File: src/hw/rtl/afc_pkg.sv
`timescale 1ns / 1ps
// ============================================================================
// afc_pkg: shared types and constants of the autoranging frequency counter
// Field widths, opcodes, register indexes, state encodings and small helpers.
// ============================================================================
package afc_pkg;

  // Field and state widths
  localparam int unsigned CntW    = 24;
  localparam int unsigned OvfW    = 8;
  localparam int unsigned AmtW    = 32;
  localparam int unsigned GmW     = 14;
  localparam int unsigned RefW    = 37;
  localparam int unsigned SumW    = 48;
  localparam int unsigned FreqW   = 47;
  localparam int unsigned DutyW   = 14;
  localparam int unsigned TallyW  = 16;
  localparam int unsigned EmptyW  = 5;
  localparam int unsigned HoldW   = 2;
  localparam int unsigned CfgW    = 48;
  localparam int unsigned CfgIdxW = 2;
  localparam int unsigned GmulW   = AmtW + GmW;
  localparam int unsigned FmulW   = RefW + TallyW;
  localparam int unsigned DmulW   = SumW + DutyW;
  localparam int unsigned DivW    = 64;
  localparam int unsigned DivCntW = $clog2(DivW + 1);

  // Constants
  localparam logic [CntW-1:0]   CntWrap      = 24'hffffff;
  localparam logic [SumW-1:0]   JumpLimit    = 48'd10000;
  localparam logic [DutyW-1:0]  DutyFull     = 14'd10000;
  localparam logic [EmptyW-1:0] EmptyTicks   = 5'd16;
  localparam logic [HoldW-1:0]  BlockResults = 2'd3;
  localparam logic [FreqW-1:0]  FreqMax      = '1;
  localparam logic [TallyW-1:0] TallyMax     = '1;

  // Reset values of the configuration registers
  localparam logic [GmW-1:0]         GateMultRst = 14'd1000;
  localparam logic [RefW-1:0]        RefFreqRst  = 37'd100000000000;
  localparam logic signed [SumW-1:0] SwLowRst    = 48'sd950000;
  localparam logic [FreqW-1:0]       SwHighRst   = 47'd1050000;

  typedef enum logic [1:0] {
    OP_GATE   = 2'd0,
    OP_PERIOD = 2'd1,
    OP_TICK   = 2'd2,
    OP_NONE   = 2'd3
  } opcode_e;

  typedef enum logic [CfgIdxW-1:0] {
    CFG_GATE_MULT = 2'd0,
    CFG_REF_FREQ  = 2'd1,
    CFG_SW_LOW    = 2'd2,
    CFG_SW_HIGH   = 2'd3
  } cfg_idx_e;

  typedef enum logic [3:0] {
    S_IDLE,
    S_EXEC,
    S_GUPD,
    S_TMUL,
    S_FDIV,
    S_FWAIT,
    S_DDIV,
    S_DWAIT,
    S_POST
  } back_state_e;

  // Classified item: amount is the extended gate count for a gate capture,
  // the overflow extension for a tick, and the period for a period capture.
  typedef struct packed {
    opcode_e             kind;
    logic [AmtW-1:0]     amount;
    logic [CntW-1:0]     width;
    logic                ovf_nz;
  } item_t;

  typedef struct packed {
    logic [GmW-1:0]         gate_mult;
    logic [RefW-1:0]        ref_freq;
    logic signed [SumW-1:0] switch_low;
    logic [FreqW-1:0]       switch_high;
  } cfg_t;

  typedef struct packed {
    logic            start;
    logic [DivW-1:0] dividend;
    logic [SumW-1:0] divisor;
  } div_req_t;

  typedef struct packed {
    logic            done;
    logic [DivW-1:0] quotient;
  } div_rsp_t;

  // Add two accumulator values, clamp at full scale
  function automatic logic [SumW-1:0] sat_add(input logic [SumW-1:0] a,
                                              input logic [SumW-1:0] b);
    logic [SumW:0] s;
    s = {1'b0, a} + {1'b0, b};
    return s[SumW] ? {SumW{1'b1}} : s[SumW-1:0];
  endfunction

endpackage

File: src/hw/rtl/afc_div.sv
`timescale 1ns / 1ps
// ============================================================================
// afc_div: radix-2 restoring divider
// Divides a 64-bit dividend by a 48-bit divisor, one quotient bit a cycle.
// ============================================================================
module afc_div import afc_pkg::*; (
  input  logic     clk_i,
  input  logic     rst_ni,
  input  div_req_t req_i,
  output div_rsp_t rsp_o
);

  logic [SumW:0]        rem_q, rem_d;
  logic [DivW-1:0]      quo_q, quo_d;
  logic [SumW-1:0]      dvs_q;
  logic [DivCntW-1:0]   cnt_q;
  logic                 done_q;
  logic [SumW:0]        shifted;
  logic                 fits;

  // One restoring step
  assign shifted = {rem_q[SumW-1:0], quo_q[DivW-1]};
  assign fits    = (shifted >= {1'b0, dvs_q});

  always_comb begin
    rem_d = fits ? (shifted - {1'b0, dvs_q}) : shifted;
    quo_d = {quo_q[DivW-2:0], fits};
  end

  always_ff @(posedge clk_i or negedge rst_ni) begin
    if (!rst_ni) begin
      cnt_q  <= '0;
      done_q <= 1'b0;
    end else begin
      done_q <= (cnt_q == DivCntW'(1));
      if (req_i.start) begin
        cnt_q <= DivCntW'(DivW);
      end else if (cnt_q != '0) begin
        cnt_q <= cnt_q - DivCntW'(1);
      end
    end
  end

  // Load operands, then shift
  always_ff @(posedge clk_i) begin
    if (req_i.start) begin
      rem_q <= '0;
      quo_q <= req_i.dividend;
      dvs_q <= req_i.divisor;
    end else if (cnt_q != '0) begin
      rem_q <= rem_d;
      quo_q <= quo_d;
    end
  end

  assign rsp_o.done     = done_q;
  assign rsp_o.quotient = quo_q;

endmodule

File: config.mk
export PLATFORM = sky130hd
export DESIGN_NAME = afc_div
export DESIGN_NICKNAME = d
export VERILOG_FILES = /design/src/hw/rtl/afc_pkg.sv /design/src/hw/rtl/afc_div.sv
export SDC_FILE = /design/constraint.sdc
export NUM_CORES = 1
export LEC_CHECK = 0
export BUFFER_PORTS_ARGS = -buffer_cell sky130_fd_sc_hd__buf_2
export CAP_MARGIN = 20
export CORE_MARGIN = 2
export CORE_UTILIZATION = 40
export CTS_BUF_LIST = sky130_fd_sc_hd__clkbuf_4
export CTS_CLUSTER_DIAMETER = 120
export DETAILED_ROUTE_END_ITERATION = 8
export HOLD_SLACK_MARGIN = 0.15
export SETUP_SLACK_MARGIN = 0.4
export SLEW_MARGIN = 10
export SYNTH_ARGS = -nofsm -noshare
export SYNTH_HDL_FRONTEND = slang
export SYNTH_SLANG_ARGS = --single-unit
export TNS_END_PERCENT = 1
File: constraint.sdc
create_clock -name clk_i -period 4 [get_ports clk_i]
set_input_delay 0.2 -clock clk_i [delete_from_list [all_inputs] [get_ports clk_i]]
set_output_delay 0.2 -clock clk_i [all_outputs]
set_load 0.02 [all_outputs]
==> results.json <==
{
  "post-route-period-util_pct": 87.0,
  "drtIter0Drc": 477,
  "num_vias": 8213,
  "clock_sinks": 168,
  "min_period_ps": 3480,
  "yosysMostFrequentCell": "edfxtp_1",
  "timing.max_cap.violations": 0,
  "grt_pass1_vias": 8136,
  "worst_pin_slew_ps": 851,
  "synth_nets": 1116,
  "end_kind": "flop",
  "die_w_microns": 159,
  "grt_max_degree": 80,
  "nets": 1395,
  "yosysWarnings": 0,
  "synthArstFlopShare_pct": 4.76,
  "skew_ps": 27.5,
  "synthTopCellsByCount": "112 x edfxtp_1, 91 x nand2_1, 71 x inv_1",
  "start_kind": "flop",
  "synth_area_leader_cell": "edfxtp_1",
  "clkLatencyLatePin_ps": 610,
  "avgSynthCellArea_sq_um": 10.1,
  "power_density_mw_per_mm2": 431,
  "postCtsSetupRepairBufs": 0,
  "synth_enable_flop_cells": 112,
  "p_sw_share_pct": 38.9,
  "p_leak_nw": 5.29,
  "cts_root_buffer": "clkbuf_4",
  "area_growth_syn_to_layout_pct": 28.7,
  "fp.dieH_microns": 159,
  "clk_pin_slew_worst_paths_ps": 190,
  "switchingPower_mw": 2.08,
  "fmax_ghz": 0.287,
  "postSynthCellCount": 950,
  "dieArea_sq_mm": 0.0253,
  "cts_made_buffers": 17,
  "internal_power_mw": 3.26,
  "numPortBuffers": 179,
  "fillCellCount": 2173,
  "ys_types": 65,
  "max_stage_delay_ps": 630,
  "core-area_sq_mm": 0.0235,
  "place_congestion": 0.884,
  "clockBufferDepth": 2,
  "ir_drop_mv": 0.221,
  "path_cells": "inv_1, ha_1, and4_1, nand4_1, or4_1, nor4_2, nand3_1, o2111ai_2, a311oi_4, nor2_4, mux2i_1, a211oi_1",
  "p_clk_share_pct": 21.2,
  "initial_core_util_pct": 40.8,
  "status": "complete, no violations",
  "synth_top_area_share_pct": 35.0,
  "wire_per_inst_microns": 16.4,
  "critical_path_class": "reg2reg",
  "slew_violations": 0,
  "grtUsageTotal_pct": 20.0,
  "cp_max_fo": 22,
  "combPwrFrac_pct": 35.0,
  "seq_power_share_pct": 43.8,
  "drive_gt1_share_pct": 24.6,
  "cp_data_required_time_ps": 4460,
  "setup_tns_ps": 0,
  "setup_viol": 0,
  "hpwl_mm": 17.1,
  "synth_seq_cells": 168,
  "hold_violations": 0,
  "ant_nets": 0,
  "worst_path_max_delay_cell": "nor2_4",
  "synth.cell_area_sq_mm": 0.00962,
  "grt_setup_unrepaired": "yes",
  "relSlewSlack_pct": 43.1,
  "ios": 180,
  "routed_wl_mm": 25.7,
  "vias_per_cell": 5.25,
  "grt-ovfl-total": 0,
  "fp-row-count": 56,
  "synth.yosys.seq_area_share_pct": 47.0,
  "cts_tree": "yes",
  "p_total_mw": 5.34,
  "drc": 0,
  "hold_class": "in2reg",
  "cp.arrival_ps": 3930,
  "cts-htree-levels": 4,
  "grt_antenna_before_repair": 1,
  "synthTopCellsByArea": "edfxtp_1 35%, dfxtp_1 10%, mux2_2 7.5%",
  "drt-pass1-iter-count": 5,
  "ys.flop_type": "edfxtp_1",
  "grt_pass1_wl_mm": 41.3
}
[layer usage]
| metal | vias to the layer above | track usage [%] | part of all wire [%] |
|---|---|---|---|
| met3 | 31 | 4.14 | 4.8 |
| li1 | 4043 | - | - |
| met2 | 228 | 33.4 | 48 |
| met5 | - | 0 | 0 |
| met4 | 0 | 5.04 | 1.6 |
| met1 | 3911 | 26.5 | 46 |
[power groups by stage]
stage	registers, mW	logic, mW	clock network (mW)
after detailed placement	2.37	1.75	0
after floorplan	2.51	1.08	0
after global placement	2.36	1.74	0
final	2.34	1.87	1.13
after CTS	2.34	1.84	1.17
after global routing	2.38	2.06	1.23
[cells by family (layout without fill, tap and decap cells)]
| logic type | after synthesis | in the layout | synth area share (%) |
|---|---|---|---|
| compound gates | 224 | 224 | 15.6 |
| xor+xnor | 48 | 48 | 4.37 |
| fa+ha+maj | 51 | 51 | 6.71 |
| buf+inv | 117 | 408 | 4.84 |
| flops | 168 | 168 | 47.0 |
| mux | 71 | 71 | 8.22 |
| other cells | 0 | 3 | 0 |
| simple gates | 271 | 272 | 13.2 |
[metrics by stage]
step	util [%]	std cells	hold slack (ps)	worst slack (ps)	instance area, sq um
global placement	46.0	1413	54.7	423	10800
detailed placement	46.0	1413	51.9	337	10800
CTS	52.3	1560	233	418	12300
floorplan	-	950	-95.6	813	9620
global route	52.6	1564	234	298	12400
finish	52.6	1564	286	522	12400
[registers in the layout (all words and copies together) (netlist names)]
name,cells
quo_q,64
cnt_q,7
dvs_q,48
done_q,1
rem_q,48
[final timing paths]
| path | startpoint | slack, ps | end | cells after the start |
|---|---|---|---|---|
| worst min-delay path | req_i[12] | 290 | dvs_q[12] | 2 |
| min in group asynchronous | rst_ni | 560 | cnt_q[3] | 3 |
| worst max register to register | dvs_q[14] | 520 | rem_q[3] | 12 |
| max in group asynchronous | rst_ni | 3160 | cnt_q[6] | 3 |
| worst max-delay path | dvs_q[14] | 520 | rem_q[3] | 12 |
| worst min register to register | rem_q[14] | 500 | rem_q[14] | 2 |
[cell type report]
| cell class | instances | area (sq um) | area share [%] |
|---|---|---|---|
| clock inverters | 15 | 209 | 1.69 |
| flip-flops and latches | 168 | 4520 | 36.6 |
| multi-input cells | 666 | 4690 | 37.9 |
| inverters | 71 | 267 | 2.15 |
| well taps | 319 | 399 | 3.22 |
| diodes | 3 | 7.51 | 0.0607 |
| clock buffers | 17 | 128 | 1.03 |
| repair buffers | 305 | 2150 | 17.4 |
[worst max-delay path: cells and delay by family, from the launching register on]
kind                     cells  cell delay, ps
AND/OR/NAND/NOR              6            1890
adder cells (fa/ha/maj)      1             390
AO/OA/AOI/OAI                3             380
flip-flops                   1             360
multiplexers                 1             270
buffers and inverters        1              40
[cells in the final DEF (no fill, tap or decap), types with 20 or more instances in the layout]
cell type and n:
edfxtp_1 112, buf_2 178, nor2_1 70, mux2_2 64
a21oi_1 63, dlygate4sd3_1 115, inv_1 70, nand3_1 35
nand4_1 20, xnor2_1 33, dfxtp_1 48, o21ai_0 42
nand2_1 91, ha_1 48
[timing repair]
action | CTS | global route
gates cloned | 0 | 1
resized for setup | 1 | 10
hold buffers | 115 | 0
endpoints found under the hold margin | 161 | 0
pin swaps | 0 | 1
endpoints found under the setup margin | 14 | 45
Note: power is estimated with default switching activity, not from simulation.
